`src/bss_pkg.sv`:
```
// ---------------------------------------------------------------------------
// bss_pkg - shared types and constants of the separator splitter
// Byte, result and text-form types, register map codes and the byte
// classification used to build the text form of a segment byte.
// ---------------------------------------------------------------------------
`default_nettype none

package bss_pkg;

   localparam int SEP_BYTES_W = 64;
   localparam int LEN_W       = 4;
   localparam int CSR_DATA_W  = 64;
   localparam int CSR_ADDR_W  = 4;

   // register index sits in address bit 3 (registers are 8 bytes apart)
   localparam int   REG_IDX_BIT   = 3;
   localparam logic REG_SEP_BYTES = 1'b0;
   localparam logic REG_SEP_LEN   = 1'b1;

   typedef logic [7:0] bss_byte_type;

   localparam bss_byte_type CHAR_NEWLINE = 8'h0A;
   localparam bss_byte_type CHAR_TAB     = 8'h09;
   localparam bss_byte_type CHAR_SPACE   = 8'h20;
   localparam bss_byte_type PRINT_LO     = 8'h20;
   localparam bss_byte_type PRINT_HI     = 8'h7E;

   localparam logic [SEP_BYTES_W-1:0] SEP_BYTES_RESET =
      {{(SEP_BYTES_W-8){1'b0}}, CHAR_NEWLINE};
   localparam logic [LEN_W-1:0] SEP_LEN_RESET = 4'd1;

   localparam logic KIND_TEXT = 1'b0;
   localparam logic KIND_RAW  = 1'b1;

   typedef struct packed {
      bss_byte_type raw_byte;
      bss_byte_type text_byte;
      logic         text_keep;
      logic         has_byte;
      logic         segment_end;
      logic         segment_kind;
      logic         last_result;
   } bss_result_type;

   typedef struct packed {
      logic           valid;
      bss_result_type result;
   } bss_push_type;

   typedef struct packed {
      bss_byte_type text_byte;
      logic         keep;
   } bss_text_type;

   function automatic bss_text_type bss_text_form(input bss_byte_type b);
      bss_text_type t;
      t = '0;
      if ((b >= PRINT_LO) && (b <= PRINT_HI)) begin
         t.text_byte = b;
         t.keep      = 1'b1;
      end else if (b == CHAR_TAB) begin
         t.text_byte = CHAR_SPACE;
         t.keep      = 1'b1;
      end
      return t;
   endfunction

endpackage

`default_nettype wire

```
`src/bss_req_if.sv`:
```
// ---------------------------------------------------------------------------
// bss_req_if - input byte channel
// Valid/ready channel carrying one buffer byte and its flags.
// ---------------------------------------------------------------------------
`default_nettype none

interface bss_req_if import bss_pkg::*; ();
   logic         valid;
   logic         ready;
   bss_byte_type data_byte;
   logic         has_data;
   logic         end_of_buffer;

   modport source (output valid, data_byte, has_data, end_of_buffer, input ready);
   modport sink   (input valid, data_byte, has_data, end_of_buffer, output ready);
endinterface

`default_nettype wire

```
`src/bss_rsp_if.sv`:
```
// ---------------------------------------------------------------------------
// bss_rsp_if - result channel
// Valid/ready channel carrying one segment byte or segment end.
// ---------------------------------------------------------------------------
`default_nettype none

interface bss_rsp_if import bss_pkg::*; ();
   logic         valid;
   logic         ready;
   bss_byte_type raw_byte;
   bss_byte_type text_byte;
   logic         text_keep;
   logic         has_byte;
   logic         segment_end;
   logic         segment_kind;
   logic         last_result;

   modport source (output valid, raw_byte, text_byte, text_keep, has_byte,
                   segment_end, segment_kind, last_result, input ready);
   modport sink   (input valid, raw_byte, text_byte, text_keep, has_byte,
                   segment_end, segment_kind, last_result, output ready);
endinterface

`default_nettype wire

```
`src/bss_window.sv`:
```
// ---------------------------------------------------------------------------
// bss_window - match window and result step
// Holds the undecided bytes and compares them with the separator; while
// push_ready is high it emits one result per cycle until an accepted transaction has no results left.
// ---------------------------------------------------------------------------
`default_nettype none

module bss_window import bss_pkg::*; #(
   parameter  int SEPARATOR_MAX = 8,
   localparam int CNT_W         = $clog2(SEPARATOR_MAX + 1)
) (
   input  logic                   clock,
   input  logic                   reset,
   bss_req_if.sink                req_chan,
   input  logic [SEP_BYTES_W-1:0] sep_bytes,
   input  logic [CNT_W-1:0]       sep_len,
   output bss_push_type           push,
   input  logic                   push_ready,
   output logic                   busy
);

   bss_byte_type   window_ff [SEPARATOR_MAX];
   bss_byte_type   window_in [SEPARATOR_MAX];
   bss_byte_type   win_shift [SEPARATOR_MAX];
   bss_byte_type   win_step  [SEPARATOR_MAX];
   logic [CNT_W-1:0] count_ff, count_in, count_after, count_step;
   logic [CNT_W-1:0] shift;
   logic             busy_ff, busy_in, eob_ff, eob_in;
   logic             match, drain, tail, more;
   logic             step_fire, take_item, accept, append;
   bss_result_type   res;
   bss_text_type     txt;

   // separator compare over the first sep_len window bytes
   always_comb begin
      match = 1'b1;
      for (int i = 0; i < SEPARATOR_MAX; i++) begin
         if ((i < int'(sep_len)) && (window_ff[i] != sep_bytes[8*i +: 8]))
            match = 1'b0;
      end
   end

   // one result step
   always_comb begin
      drain = (count_ff >= sep_len);
      txt   = bss_text_form(window_ff[0]);
      res   = '0;
      shift = '0;
      tail  = 1'b0;
      if (drain && match) begin
         res.segment_end  = 1'b1;
         res.segment_kind = KIND_TEXT;
         shift            = sep_len;
      end else if (drain || (count_ff != '0)) begin
         res.has_byte  = 1'b1;
         res.raw_byte  = window_ff[0];
         res.text_byte = txt.text_byte;
         res.text_keep = txt.keep;
         shift         = CNT_W'(1);
      end else begin
         // flush done: remainder end
         res.segment_end  = 1'b1;
         res.segment_kind = KIND_RAW;
         tail             = 1'b1;
      end
      count_after     = count_ff - shift;
      more            = (count_after >= sep_len) || (eob_ff && !tail);
      res.last_result = !more;
   end

   always_comb begin
      for (int i = 0; i < SEPARATOR_MAX; i++) begin
         win_shift[i] = '0;
         for (int n = 1; n <= SEPARATOR_MAX; n++) begin
            if ((shift == CNT_W'(n)) && (i + n < SEPARATOR_MAX))
               win_shift[i] = window_ff[i + n];
         end
      end
   end

   assign step_fire = busy_ff && push_ready;
   assign take_item = !busy_ff || (step_fire && !more);
   assign accept    = req_chan.valid && take_item;

   always_comb begin
      count_step = step_fire ? count_after : count_ff;
      for (int i = 0; i < SEPARATOR_MAX; i++)
         win_step[i] = step_fire ? win_shift[i] : window_ff[i];
   end

   assign append = accept && req_chan.has_data && (count_step < CNT_W'(SEPARATOR_MAX));

   always_comb begin
      for (int i = 0; i < SEPARATOR_MAX; i++) begin
         window_in[i] = win_step[i];
         if (append && (count_step == CNT_W'(i)))
            window_in[i] = req_chan.data_byte;
      end
      count_in = count_step + CNT_W'(append);
      if (accept) begin
         busy_in = (req_chan.has_data || req_chan.end_of_buffer) &&
                   (req_chan.end_of_buffer || (count_in >= sep_len));
         eob_in  = req_chan.end_of_buffer;
      end else begin
         busy_in = step_fire ? more : busy_ff;
         eob_in  = eob_ff;
      end
   end

   always_ff @(posedge clock) begin
      if (reset) begin
         for (int i = 0; i < SEPARATOR_MAX; i++)
            window_ff[i] <= '0;
         count_ff <= '0;
         busy_ff  <= 1'b0;
         eob_ff   <= 1'b0;
      end else begin
         window_ff <= window_in;
         count_ff  <= count_in;
         busy_ff   <= busy_in;
         eob_ff    <= eob_in;
      end
   end

   assign req_chan.ready = take_item;
   assign push.valid     = step_fire;
   assign push.result    = res;
   assign busy           = busy_ff;

endmodule

`default_nettype wire

```
`src/bss_out_skid.sv`:
```
// ---------------------------------------------------------------------------
// bss_out_skid - result output register with skid stage
// Two-entry buffer that keeps the upstream ready free of rsp ready.
// ---------------------------------------------------------------------------
`default_nettype none

module bss_out_skid import bss_pkg::*; (
   input  logic         clock,
   input  logic         reset,
   input  bss_push_type push,
   output logic         push_ready,
   bss_rsp_if.source    rsp_chan
);

   bss_result_type main_ff, main_in, skid_ff, skid_in;
   logic           main_valid_ff, main_valid_in, skid_valid_ff, skid_valid_in;
   logic           pop, take;

   assign push_ready = !skid_valid_ff;
   assign take       = push.valid && push_ready;
   assign pop        = main_valid_ff && rsp_chan.ready;

   always_comb begin
      main_in       = main_ff;
      skid_in       = skid_ff;
      main_valid_in = main_valid_ff;
      skid_valid_in = skid_valid_ff;
      if (!main_valid_ff || pop) begin
         main_valid_in = skid_valid_ff || take;
         main_in       = skid_valid_ff ? skid_ff : push.result;
         skid_valid_in = 1'b0;
      end else if (take) begin
         skid_in       = push.result;
         skid_valid_in = 1'b1;
      end
   end

   always_ff @(posedge clock) begin
      if (reset) begin
         main_valid_ff <= 1'b0;
         skid_valid_ff <= 1'b0;
      end else begin
         main_valid_ff <= main_valid_in;
         skid_valid_ff <= skid_valid_in;
      end
      main_ff <= main_in;
      skid_ff <= skid_in;
   end

   assign rsp_chan.valid        = main_valid_ff;
   assign rsp_chan.raw_byte     = main_ff.raw_byte;
   assign rsp_chan.text_byte    = main_ff.text_byte;
   assign rsp_chan.text_keep    = main_ff.text_keep;
   assign rsp_chan.has_byte     = main_ff.has_byte;
   assign rsp_chan.segment_end  = main_ff.segment_end;
   assign rsp_chan.segment_kind = main_ff.segment_kind;
   assign rsp_chan.last_result  = main_ff.last_result;

endmodule

`default_nettype wire

```
`src/byte_stream_separator_splitter_top.sv`:
```
// ---------------------------------------------------------------------------
// byte_stream_separator_splitter_top - byte stream splitter on a separator
// Splits a byte stream at a configured separator of 1 to SEPARATOR_MAX bytes
// and reports each segment byte raw and in text form.
//
// Channels: req_chan takes one byte transaction (data_byte, has_data,
// end_of_buffer); rsp_chan gives one result transaction per segment byte or
// segment end, last_result marking the final result of an input transaction.
// Separator bytes and length sit in two 64-bit APB registers at 0x0 and 0x8,
// to be written only while the block is idle; the block does not enforce it.
// Timing: a transaction taken on req_chan sets the step busy register, and
// its first result then passes the output register before it is valid on
// rsp_chan. Throughput: a transaction takes one window step per result, one
// step per cycle while the output buffer has room; one that gives none does
// not occupy the step. The usual byte-in, byte-out stream runs at one
// transaction per cycle while rsp_chan keeps up; an end-of-buffer flush steps
// out the remaining window bytes and ends with a raw remainder end.
// Reset: window empty, separator a single newline, output buffer empty.
// Stall: a two-entry output buffer holds results while rsp_chan.ready is low;
// once both are full the step halts and, if busy, req_chan.ready drops.
// ---------------------------------------------------------------------------
`default_nettype none

module byte_stream_separator_splitter_top import bss_pkg::*; #(
   parameter  int SEPARATOR_MAX = 8,
   localparam int CNT_W         = $clog2(SEPARATOR_MAX + 1)
) (
   input  logic                  clock,
   input  logic                  reset,
   bss_req_if.sink               req_chan,
   bss_rsp_if.source             rsp_chan,
   input  logic                  csr_psel,
   input  logic                  csr_penable,
   input  logic                  csr_pwrite,
   input  logic [CSR_ADDR_W-1:0] csr_paddr,
   input  logic [CSR_DATA_W-1:0] csr_pwdata,
   output logic [CSR_DATA_W-1:0] csr_prdata,
   output logic                  csr_pready
);

   logic [SEP_BYTES_W-1:0] sep_bytes_ff, sep_bytes_in;
   logic [LEN_W-1:0]       sep_len_ff, sep_len_in;
   logic [LEN_W-1:0]       len_clamp;
   logic                   csr_write;
   bss_push_type           push;
   logic                   push_ready;
   logic                   win_busy;

   // --- register port: decode on the index bit only ---
   assign csr_pready = 1'b1;
   assign csr_write  = csr_psel && csr_penable && csr_pwrite && csr_pready;

   always_comb begin
      sep_bytes_in = sep_bytes_ff;
      sep_len_in   = sep_len_ff;
      if (csr_write) begin
         if (csr_paddr[REG_IDX_BIT] == REG_SEP_BYTES)
            sep_bytes_in = csr_pwdata[SEP_BYTES_W-1:0];
         else
            sep_len_in = csr_pwdata[LEN_W-1:0];
      end
   end

   always_ff @(posedge clock) begin
      if (reset) begin
         sep_bytes_ff <= SEP_BYTES_RESET;
         sep_len_ff   <= SEP_LEN_RESET;
      end else begin
         sep_bytes_ff <= sep_bytes_in;
         sep_len_ff   <= sep_len_in;
      end
   end

   assign csr_prdata = (csr_paddr[REG_IDX_BIT] == REG_SEP_LEN) ?
                       {{(CSR_DATA_W-LEN_W){1'b0}}, sep_len_ff} :
                       CSR_DATA_W'(sep_bytes_ff);

   // zero length acts as one, anything above the window depth as the depth
   always_comb begin
      if (sep_len_ff == '0)
         len_clamp = LEN_W'(1);
      else if (sep_len_ff > LEN_W'(SEPARATOR_MAX))
         len_clamp = LEN_W'(SEPARATOR_MAX);
      else
         len_clamp = sep_len_ff;
   end

   // --- window and result step ---
   bss_window #(
      .SEPARATOR_MAX (SEPARATOR_MAX)
   ) u_window (
      .clock      (clock),
      .reset      (reset),
      .req_chan   (req_chan),
      .sep_bytes  (sep_bytes_ff),
      .sep_len    (len_clamp[CNT_W-1:0]),
      .push       (push),
      .push_ready (push_ready),
      .busy       (win_busy)
   );

   // --- output register and skid stage ---
   bss_out_skid u_out (
      .clock      (clock),
      .reset      (reset),
      .push       (push),
      .push_ready (push_ready),
      .rsp_chan   (rsp_chan)
   );

   // --- checks ---
   // a transaction in work with a full output buffer blocks new input
   a_stall_blocks_input: assert property (@(posedge clock) disable iff (reset)
      (win_busy && !push_ready) |-> !req_chan.ready)
      else $error("input taken while result step stalled");

   // after the last result of a transaction the step goes idle unless a new one came in
   a_last_ends_work: assert property (@(posedge clock) disable iff (reset)
      (push.valid && push.result.last_result && !(req_chan.valid && req_chan.ready))
      |=> !win_busy)
      else $error("step still busy after last result");

   // results are only produced for a transaction in work
   a_push_needs_work: assert property (@(posedge clock) disable iff (reset)
      push.valid |-> (win_busy && push_ready))
      else $error("result pushed with no transaction in work");

endmodule

`default_nettype wire
```
`src/flat_wrapper.sv`:
```
// flat-port wrapper written by rule: the top's interface ports become plain ports
module byte_stream_separator_splitter_top_flat import bss_pkg::*;
#(
   parameter  int SEPARATOR_MAX = 8,
   localparam int CNT_W         = $clog2(SEPARATOR_MAX + 1)
)
  (clock, reset, csr_psel, csr_penable, csr_pwrite, csr_paddr, csr_pwdata, csr_prdata, csr_pready, req_chan_valid, req_chan_data_byte, req_chan_has_data, req_chan_end_of_buffer, req_chan_ready, rsp_chan_valid, rsp_chan_raw_byte, rsp_chan_text_byte, rsp_chan_text_keep, rsp_chan_has_byte, rsp_chan_segment_end, rsp_chan_segment_kind, rsp_chan_last_result, rsp_chan_ready);
  bss_req_if req_chan_i ();
  bss_rsp_if rsp_chan_i ();
  input  logic clock;
  input  logic reset;
  input  logic csr_psel;
  input  logic csr_penable;
  input  logic csr_pwrite;
  input  logic [CSR_ADDR_W-1:0] csr_paddr;
  input  logic [CSR_DATA_W-1:0] csr_pwdata;
  output logic [CSR_DATA_W-1:0] csr_prdata;
  output logic csr_pready;
  input wire logic [$bits(req_chan_i.valid)-1:0] req_chan_valid;
  input wire logic [$bits(req_chan_i.data_byte)-1:0] req_chan_data_byte;
  input wire logic [$bits(req_chan_i.has_data)-1:0] req_chan_has_data;
  input wire logic [$bits(req_chan_i.end_of_buffer)-1:0] req_chan_end_of_buffer;
  output wire logic [$bits(req_chan_i.ready)-1:0] req_chan_ready;
  output wire logic [$bits(rsp_chan_i.valid)-1:0] rsp_chan_valid;
  output wire logic [$bits(rsp_chan_i.raw_byte)-1:0] rsp_chan_raw_byte;
  output wire logic [$bits(rsp_chan_i.text_byte)-1:0] rsp_chan_text_byte;
  output wire logic [$bits(rsp_chan_i.text_keep)-1:0] rsp_chan_text_keep;
  output wire logic [$bits(rsp_chan_i.has_byte)-1:0] rsp_chan_has_byte;
  output wire logic [$bits(rsp_chan_i.segment_end)-1:0] rsp_chan_segment_end;
  output wire logic [$bits(rsp_chan_i.segment_kind)-1:0] rsp_chan_segment_kind;
  output wire logic [$bits(rsp_chan_i.last_result)-1:0] rsp_chan_last_result;
  input wire logic [$bits(rsp_chan_i.ready)-1:0] rsp_chan_ready;
  assign req_chan_i.valid = req_chan_valid;
  assign req_chan_i.data_byte = req_chan_data_byte;
  assign req_chan_i.has_data = req_chan_has_data;
  assign req_chan_i.end_of_buffer = req_chan_end_of_buffer;
  assign req_chan_ready = req_chan_i.ready;
  assign rsp_chan_valid = rsp_chan_i.valid;
  assign rsp_chan_raw_byte = rsp_chan_i.raw_byte;
  assign rsp_chan_text_byte = rsp_chan_i.text_byte;
  assign rsp_chan_text_keep = rsp_chan_i.text_keep;
  assign rsp_chan_has_byte = rsp_chan_i.has_byte;
  assign rsp_chan_segment_end = rsp_chan_i.segment_end;
  assign rsp_chan_segment_kind = rsp_chan_i.segment_kind;
  assign rsp_chan_last_result = rsp_chan_i.last_result;
  assign rsp_chan_i.ready = rsp_chan_ready;
  byte_stream_separator_splitter_top #(.SEPARATOR_MAX(SEPARATOR_MAX)) u_core (.clock(clock), .reset(reset), .req_chan(req_chan_i), .rsp_chan(rsp_chan_i), .csr_psel(csr_psel), .csr_penable(csr_penable), .csr_pwrite(csr_pwrite), .csr_paddr(csr_paddr), .csr_pwdata(csr_pwdata), .csr_prdata(csr_prdata), .csr_pready(csr_pready));
endmodule
```
`config.mk`:
```
export PLATFORM = sky130hd
export DESIGN_NAME = byte_stream_separator_splitter_top_flat
export DESIGN_NICKNAME = d
export VERILOG_FILES = /design/src/bss_pkg.sv /design/src/bss_req_if.sv /design/src/bss_rsp_if.sv /design/src/bss_window.sv /design/src/bss_out_skid.sv /design/src/byte_stream_separator_splitter_top.sv /design/src/flat_wrapper.sv
export SDC_FILE = /design/constraint.sdc
export NUM_CORES = 1
export LEC_CHECK = 0
export ABC_CLOCK_PERIOD_IN_PS = 8100
export BUFFER_PORTS_ARGS = -buffer_cell sky130_fd_sc_hd__buf_2
export CAP_MARGIN = 20
export CORE_ASPECT_RATIO = 1.25
export CORE_MARGIN = 3
export CORE_UTILIZATION = 43
export CTS_CLUSTER_SIZE = 16
export DETAILED_ROUTE_END_ITERATION = 16
export PLACE_DENSITY_LB_ADDON = 0.05
export SLEW_MARGIN = 20
export SYNTH_ARGS = -nofsm -noshare
export SYNTH_HDL_FRONTEND = slang
export SYNTH_SLANG_ARGS = --single-unit
```
`constraint.sdc`:
```
create_clock -name clock -period 8.1 [get_ports clock]
set_clock_uncertainty 0.15 [all_clocks]
set_input_delay 2.43 -clock clock [delete_from_list [all_inputs] [get_ports clock]]
set_output_delay 2.43 -clock clock [all_outputs]
set_load 0.1 [all_outputs]
```
==> out/metrics.csv, run 1 <==
stage,metric,value,unit
global_routing,grt_max_degree,82,
critical_path,worstReg2RegStart,u_core.u_window.window_ff[22]$_SDFFE_PP0P_,
cells_and_area,multi_input_area,0.00608,sq mm
placement,dpl.cell_count,1707,
job,max_cap_viol_count,0,
cts,cts_tree,done,
timing,rsz0062_at_grt,no,
critical_path,path_class,flip-flop to output port,
die,design.core.area,0.0240,sq mm
synth,syn_area,0.0106,sq mm
synth,synth_nets,1400,
timing,finalSetupTns,0,ns
critical_path,start_kind,flip-flop,
critical_path,cp-end-kind,output port,
synth,yosys.cell_types.count,64,
timing,slew_headroom,29.6,%
cts,root_buffer,clkbuf_16,
cells_and_area,n_antenna_cell,0,
critical_path,rrSetupSlack,1.40,ns
synth,synth_edf_count,42,
placement,io_buffers,168,
die,die_h,181,um
critical_path,worst_r2r_path_depth,27,
global_routing,grt_pass1_wl,56.7,mm
routing,wl_per_cell,21.3,um
die,ioPinCount,173,
cts,cts.hold.buffers_added,0,
die,die_w,146,um
critical_path,crit_required,5.52,ns
die,dieArea,0.0265,sq mm
global_routing,grt_usage,27.1,%
die,initial_core_util,44.2,%
routing,ant_nets,0,
outcome,status,finished clean,
power_and_ir_drop,power_density,347,mW/mm^2
placement,dp_hpwl,25.4,mm
timing,worstMarginPinSlew,1.05,ns
synth,synth_flop_cell,dfxtp_1,
global_routing,antenna_found_initial,0,
synth,synth_seq_cells,182,
power_and_ir_drop,peakVddDrop,0.181,mV
placement,routabilityCongestion,0.906,
cts,clock_latency,0.44,ns
cells_and_area,area.sequential,0.00407,sq mm
cts,clock_sinks,182,
critical_path,crit_path_end,req_chan_ready,
cells_and_area,drive_gt1_share,20.3,%
cts,numCtsBuffers,17,
timing,fmax,128,MHz
global_routing,grtUsageMet1,35.5,%
timing,min_period,7.79,ns
global_routing,grt-ovfl-total,0,
global_routing,grt.busiest_layer,met2,
power_and_ir_drop,power.leakage,5.14,nW
die,fp-row-count,63,
timing,finalCritPeriodShare,96.2,%
timing,finalSetupViolCount,0,
synth,syn_avg_cell_area,8.16,sq um
routing,via_per_inst,5.84,
critical_path,cp.arrival,5.21,ns
cells_and_area,nFillCells,2387,
routing,drcViolationCount,0,
routing,drt-pass1-iter-count,6,
cts,path_clk_slew,0.08,ns
cts,cts.path.max_buffers,2,
cells_and_area,fin_cells,1738,
synth,postSynthCellCount,1297,
cts,htree_levels,4,
cells_and_area,fin_nets,1504,
global_routing,grtUsageMet3,5.57,%
critical_path,crit_fanout,8,
routing,drt_wl_total,37.1,mm
synth,ys.warnings.count,0,
synth,async_flop_share,0,%
routing,drt_iter0_markers,763,
timing,drv_slew,0,
synth,ys_seq_area_share,38.4,%
global_routing,first_global_vias,9482,
timing,hold_viol,0,
cells_and_area,area_growth_syn_to_layout,16.3,%
critical_path,rr_endpoint,u_core.u_window.busy$_SDFFE_PP0P_,
worst_hold_path,min-delay-path-class,flip-flop to flip-flop,
routing,vias,10144,
global_routing,grt_use_met2,43.5,%
worst_hold_path,hp-start,u_core.sep_bytes_ff[27]$_SDFFE_PP0P_,
critical_path,startpoint,u_core.u_window.window_ff[22]$_SDFFE_PP0P_,
area by class of cell:
type | count | share of cell area (%)
multi-input cells | 981 | 49.4
flip-flops and latches | 182 | 33.1
repair buffers | 202 | 9.05
clock buffers | 20 | 3.69
well taps | 325 | 3.31
clock inverters | 11 | 0.946
inverters | 17 | 0.519
cell usage in the layout (no fill, tap or decap), types with 8 or more instances in the layout:
| cell | count |
|---|---|
| clkbuf_16 | 17 |
| a22oi_1 | 15 |
| nor2b_1 | 68 |
| a311oi_1 | 8 |
| nor4_1 | 16 |
| o211ai_1 | 14 |
| a221oi_1 | 17 |
| nor2_1 | 74 |
| o21ai_0 | 55 |
| a21oi_1 | 110 |
| nand3_1 | 35 |
| and2_1 | 13 |
| edfxtp_1 | 42 |
| nand2b_1 | 13 |
| o22ai_1 | 15 |
| ha_1 | 17 |
| xor2_1 | 56 |
| xnor2_1 | 12 |
| mux2_2 | 27 |
| nand4_1 | 25 |
| a211oi_1 | 22 |
| buf_4 | 35 |
| dfxtp_1 | 138 |
| nand2_1 | 224 |
| and3_1 | 19 |
| mux2i_1 | 25 |
| inv_1 | 17 |
| buf_2 | 166 |
timing repair:
action / 4_1_cts / 5_1_grt
hold endpoints to repair: 0 / 0
setup endpoints to repair: 0 / 1
gates resized for setup: 0 / 5
setup buffers: 0 / 0
worst min path at each step:
stage / end / slack [ns] / cells past startpoint
finish: u_core.sep_bytes_ff[27]$_SDFFE_PP0P_ / 0.33 / 2
global route: u_core.sep_bytes_ff[43]$_SDFFE_PP0P_ / 0.35 / 2
CTS: u_core.sep_bytes_ff[35]$_SDFFE_PP0P_ / 0.33 / 2
detailed placement: u_core.sep_bytes_ff[35]$_SDFFE_PP0P_ / 0.32 / 2
global placement: u_core.sep_bytes_ff[52]$_SDFFE_PP0P_ / 0.32 / 2
floorplan: u_core.u_window.eob_ff$_SDFFE_PP0N_ / 0.30 / 2
critical path, cell delays in order (launching register included):
cell	delay, ns
dfxtp_1	0.61
xor2_1	0.14
nor4_2	0.45
a21oi_1	0.25
o41ai_4	0.53
and4_1	0.34
nand2_1	0.12
ha_1	0.30
nand2_1	0.04
o21ai_0	0.25
xnor2_1	0.18
and4_1	0.26
nor2_1	0.06
ha_1	0.29
a21oi_1	0.12
o21ai_0	0.12
a211o_1	0.32
nand2_1	0.18
buf_12	0.20
per-stage QoR:
stage | hold WS [ns] | worst slack [ns] | instance area (sq um) | power [mW] | util, %
floorplan | 0.300 | 0.650 | 10600 | 2.80 | -
global route | 0.350 | 0.0560 | 12300 | 4.49 | 51.3
finish | 0.333 | 0.307 | 12300 | 4.27 | 51.3
detailed placement | 0.324 | 0.740 | 11700 | 3.41 | 48.8
global placement | 0.316 | 0.704 | 11700 | 3.38 | 48.8
CTS | 0.334 | 0.251 | 12300 | 4.23 | 51.2
cells in the mapped netlist, types with 8 or more instances:
cell,number,area [sq um]
xnor2_1,12,105
nor2b_1,69,432
clkbuf_1,103,387
and2_1,13,81.3
a21oi_1,110,551
nand2b_1,14,87.6
o21ai_0,55,275
and3_1,19,119
a221oi_1,17,149
ha_1,17,213
nor4_1,20,125
nor2_1,76,285
edfxtp_1,42,1260
inv_1,17,63.8
buf_2,8,40.0
a311oi_1,8,70.1
dfxtp_1,140,2800
nand2_1,224,841
a211oi_1,22,165
o22ai_1,15,93.8
nand3_1,35,175
nand4_1,25,156
xor2_1,56,490
a22oi_1,15,113
o211ai_1,14,105
mux2_2,27,304
mux2i_1,25,250
cells by family after synthesis:
| kind of cell | synth area share [%] |
|---|---|
| AOI/OAI and AO/OA | 19.7 |
| other | 0.0710 |
| DFF | 38.4 |
| and+or+nand+nor | 23.6 |
| muxes | 5.38 |
| buffers and inverters | 5.03 |
| adders and majority gates | 2.20 |
| xor gates and xnor gates | 5.63 |
sequential cells by signal, summed over array words and instances (netlist names):
| register | cells |
|---|---|
| u_core.sep_bytes_ff | 64 |
| u_core.sep_len_ff | 4 |
| u_core.u_out.rsp_chan.has_byte | 1 |
| u_core.u_out.rsp_chan.last_result | 1 |
| u_core.u_out.rsp_chan.raw_byte | 8 |
| u_core.u_out.rsp_chan.segment_end | 1 |
| u_core.u_out.rsp_chan.segment_kind | 1 |
| u_core.u_out.rsp_chan.text_byte | 8 |
| u_core.u_out.rsp_chan.text_keep | 1 |
| u_core.u_out.rsp_chan.valid | 1 |
| u_core.u_out.skid_ff | 21 |
| u_core.u_out.skid_valid_ff | 1 |
| u_core.u_window.busy | 1 |
| u_core.u_window.count_ff | 4 |
| u_core.u_window.eob_ff | 1 |
| u_core.u_window.window_ff | 64 |
report_power, final:
part / internal, mW / switching [mW]
combinational: 0.668 / 1.41
sequential: 1.11 / 0.244
clock: 0.444 / 0.387
layer usage:
metal | up-vias | share of wire (%)
li1 | 4830 | -
met1 | 4777 | 43
met2 | 447 | 46
met3 | 90 | 7.2
met4 | 0 | 4.2
met5 | - | 0
Power figures use the tool's default switching activity.
==> run 2, diff against run 1 <==
--- a/config.mk
+++ b/config.mk
@@ -10,2 +10,4 @@
 export CAP_MARGIN = 20
+export CELL_PAD_IN_SITES_DETAIL_PLACEMENT = 0
+export CELL_PAD_IN_SITES_GLOBAL_PLACEMENT = 1
 export CORE_ASPECT_RATIO = 1.25
@@ -16,3 +18,2 @@
 export PLACE_DENSITY_LB_ADDON = 0.05
-export SLEW_MARGIN = 20
 export SYNTH_ARGS = -nofsm -noshare
==> constraint.sdc (replaced) <==
create_clock -name clock -period 8.1 [get_ports clock]
set_clock_uncertainty 0.15 [all_clocks]
set_input_delay 1.62 -clock clock [delete_from_list [all_inputs] [get_ports clock]]
set_output_delay 1.62 -clock clock [all_outputs]
set_load 0.1 [all_outputs]
==> out/metrics.csv, run 2 (same netlist as run 1, synthesis figures left out) <==
stage,metric,value,unit,change
outcome,status,finished clean,,unchanged
cts,root_buffer,clkbuf_16,,unchanged
global_routing,grt.busiest_layer,met2,,unchanged
global_routing,grt_use_met2,43.3,%,was 43.5%
critical_path,slowest_stage,nor4_1,,was dfxtp_1
routing,drcViolationCount,0,,unchanged
global_routing,first_global_vias,9881,,was 9482
die,dieArea,0.0265,sq mm,unchanged
placement,dp_hpwl,25.4,mm,about the same
global_routing,grtUsageMet3,4.42,%,was 5.57%
timing,slew_headroom,30.9,%,was 29.6%
placement,io_buffers,168,,unchanged
cells_and_area,area_growth_syn_to_layout,15.7,%,was 16.3%
global_routing,grtUsageMet1,38.3,%,was 35.5%
critical_path,worstReg2RegStart,u_core.u_window.window_ff[20]$_SDFFE_PP0P_,,was u_core.u_window.window_ff[22]$_SDFFE_PP0P_
cells_and_area,layout_common_cells,"nand2_1, buf_2, dfxtp_1",,unchanged
power_and_ir_drop,peakVddDrop,0.196,mV,was 0.181 mV
global_routing,grt_max_degree,82,,unchanged
timing,fin_ws,0.539,ns,was 0.307 ns
die,die_h,181,um,unchanged
timing,drv_slew,0,,unchanged
worst_hold_path,hp-start,u_core.u_window.eob_ff$_SDFFE_PP0N_,,was u_core.sep_bytes_ff[27]$_SDFFE_PP0P_
placement,routabilityCongestion,0.892,,was 0.906
routing,vias,10205,,was 10144
critical_path,rr_endpoint,u_core.u_window.busy$_SDFFE_PP0P_,,unchanged
cts,clock_latency,0.45,ns,was 0.44 ns
cts,path_clk_slew,0.08,ns,about the same
timing,rsz0062_at_grt,no,,unchanged
cts,post_cts_buffers,0,,unchanged
die,die_w,146,um,unchanged
critical_path,crit_required,6.33,ns,was 5.52 ns
cells_and_area,top_regs,"u_core.sep_bytes_ff x64, u_core.u_window.window_ff x64, u_core.u_out.skid_ff x21",,unchanged
timing,finalCritPeriodShare,93.3,%,was 96.2%
routing,ant_nets,0,,unchanged
timing,finalSetupViolCount,0,,unchanged
worst_hold_path,hold_depth,2,,unchanged
die,ioPinCount,173,,unchanged
timing,worstMarginPinSlew,1.04,ns,was 1.05 ns
cells_and_area,drive_gt1_share,19.8,%,was 20.3%
cells_and_area,n_antenna_cell,0,,unchanged
global_routing,antenna_found_initial,0,,unchanged
global_routing,grt_usage,27.9,%,was 27.1%
critical_path,cp.arrival,5.79,ns,was 5.21 ns
cells_and_area,layout_commonest_cell,nand2_1,,unchanged
critical_path,crit_fanout,8,,unchanged
power_and_ir_drop,power.leakage,5.12,nW,was 5.14 nW
power_and_ir_drop,power_density,348,mW/mm^2,was 347 mW/mm^2
critical_path,worst_r2r_path_depth,28,,was 27
cts,cts_tree,done,,unchanged
routing,via_per_inst,5.89,,was 5.84
die,initial_core_util,44.2,%,unchanged
cells_and_area,fin_nets,1498,,was 1504
timing,holdWs,0.329,ns,was 0.333 ns
timing,hold_viol,0,,unchanged
critical_path,cpPeakStageDelay,0.65,ns,was 0.61 ns
cts,htree_levels,4,,unchanged
critical_path,cp-end-kind,output port,,unchanged
timing,fmax,132,MHz,was 128 MHz
worst_hold_path,min-delay-path-class,flip-flop to flip-flop,,unchanged
timing,finalSetupTns,0,ns,unchanged
global_routing,grt-ovfl-total,0,,unchanged
critical_path,start_kind,flip-flop,,unchanged
die,design.core.area,0.0240,sq mm,unchanged
placement,dpl_worst_slack,0.921,ns,was 0.740 ns
cts,cts.hold.buffers_added,0,,unchanged
critical_path,cp_cell_sequence,"xor2_1, nor4_1, a21oi_1, o41ai_4, and4_1, nand2b_1, nand2_1, ha_1, o21ai_0, xnor2_1, and4_1, nor2_1, ha_1, a21oi_1, o21ai_0, a211o_1, nand2_1, buf_2",,"was xor2_1, nor4_2, a21oi_1, o41ai_4, and4_1, nand2_1, ha_1, nand2_1, o21ai_0, xnor2_1, and4_1, nor2_1, ha_1, a21oi_1, o21ai_0, a211o_1, nand2_1, buf_12"
routing,wl_per_cell,21.8,um,was 21.3 um
power_and_ir_drop,finalPower,4.26,mW,was 4.27 mW
global_routing,grt_pass1_wl,58.6,mm,was 56.7 mm
cts,numCtsBuffers,17,,unchanged
routing,drt-pass1-iter-count,6,,unchanged
routing,drt_wl_total,37.7,mm,was 37.1 mm
cts,clock_sinks,182,,unchanged
routing,drt_iter0_markers,878,,was 763
job,max_cap_viol_count,0,,unchanged
timing,min_period,7.56,ns,was 7.79 ns
critical_path,path_class,flip-flop to output port,,unchanged
die,fp-row-count,63,,unchanged
worst_hold_path,min_to,u_core.u_window.eob_ff$_SDFFE_PP0N_,,was u_core.sep_bytes_ff[27]$_SDFFE_PP0P_
cts,cts.path.max_buffers,2,,unchanged
critical_path,rrSetupSlack,1.00,ns,was 1.40 ns
cts,cts_resized,0,,unchanged
run 2: cell count changes in the layout (fill, tap and decap cells not counted), moves of 2 or more:
cell,before,now
clkinv_8,0,3
clkinvlp_4,3,1
clkbuf_4,2,0
inv_8,1,6
dfxtp_1,138,140
buf_4,35,29
dfxtp_2,2,0
inv_6,3,1
run 2: how the worst max path moves through the flow:
stage / startpoint / slack (ns) / depth (start not counted) / end
floorplan: u_core.sep_len_ff[1]$_SDFFE_PP0P_ / 1.44 / 33 / u_core.u_window.busy$_SDFFE_PP0P_
finish: u_core.u_window.window_ff[20]$_SDFFE_PP0P_ / 0.54 / 18 / req_chan_ready
CTS: u_core.sep_len_ff[3]$_SDFFE_PP0P_ / 0.43 / 20 / req_chan_ready
global route: u_core.sep_len_ff[1]$_SDFFE_PP0P_ / 0.12 / 22 / req_chan_ready
detailed placement: u_core.sep_len_ff[3]$_SDFFE_PP0P_ / 0.92 / 20 / req_chan_ready
global placement: u_core.sep_len_ff[3]$_SDFFE_PP0P_ / 1.03 / 20 / req_chan_ready
run 2: area by class of cell:
type | count | area [sq um]
repair buffers | 196 | 1050
multi-input cells | 981 | 6050
inverters | 17 | 63.8
clock buffers | 18 | 450
well taps | 325 | 407
fillers | 2449 | 11700
flip-flops and latches | 182 | 4060
clock inverters | 14 | 155
run 2: layer usage:
metal,vias up,wire length [um]
met4,0,1610
met2,487,16900
met3,92,2640
met1,4807,16500
met5,-,0
li1,4819,-
run 2: through the flow:
step	instance area [sq um]	instances	utilization (%)
floorplan	10600	1297	-
global placement	11600	1701	48.5
detailed placement	11600	1701	48.5
CTS	12200	1733	51.1
global route	12200	1733	51.1
finish	12200	1733	51.1
run 2: worst max-delay path: cells and delay by family (launching register included):
kind | cells | cell delay, ns
compound gates | 6 | 1.61
buf+inv | 1 | 0.44
simple gates | 7 | 1.89
flops | 1 | 0.61
xor+xnor | 2 | 0.29
fa+ha+maj | 2 | 0.51
run 2: power breakdown:
group          internal, mW  switching, mW
Combinational         0.629           1.40
Sequential             1.11          0.249
Clock                 0.434          0.435
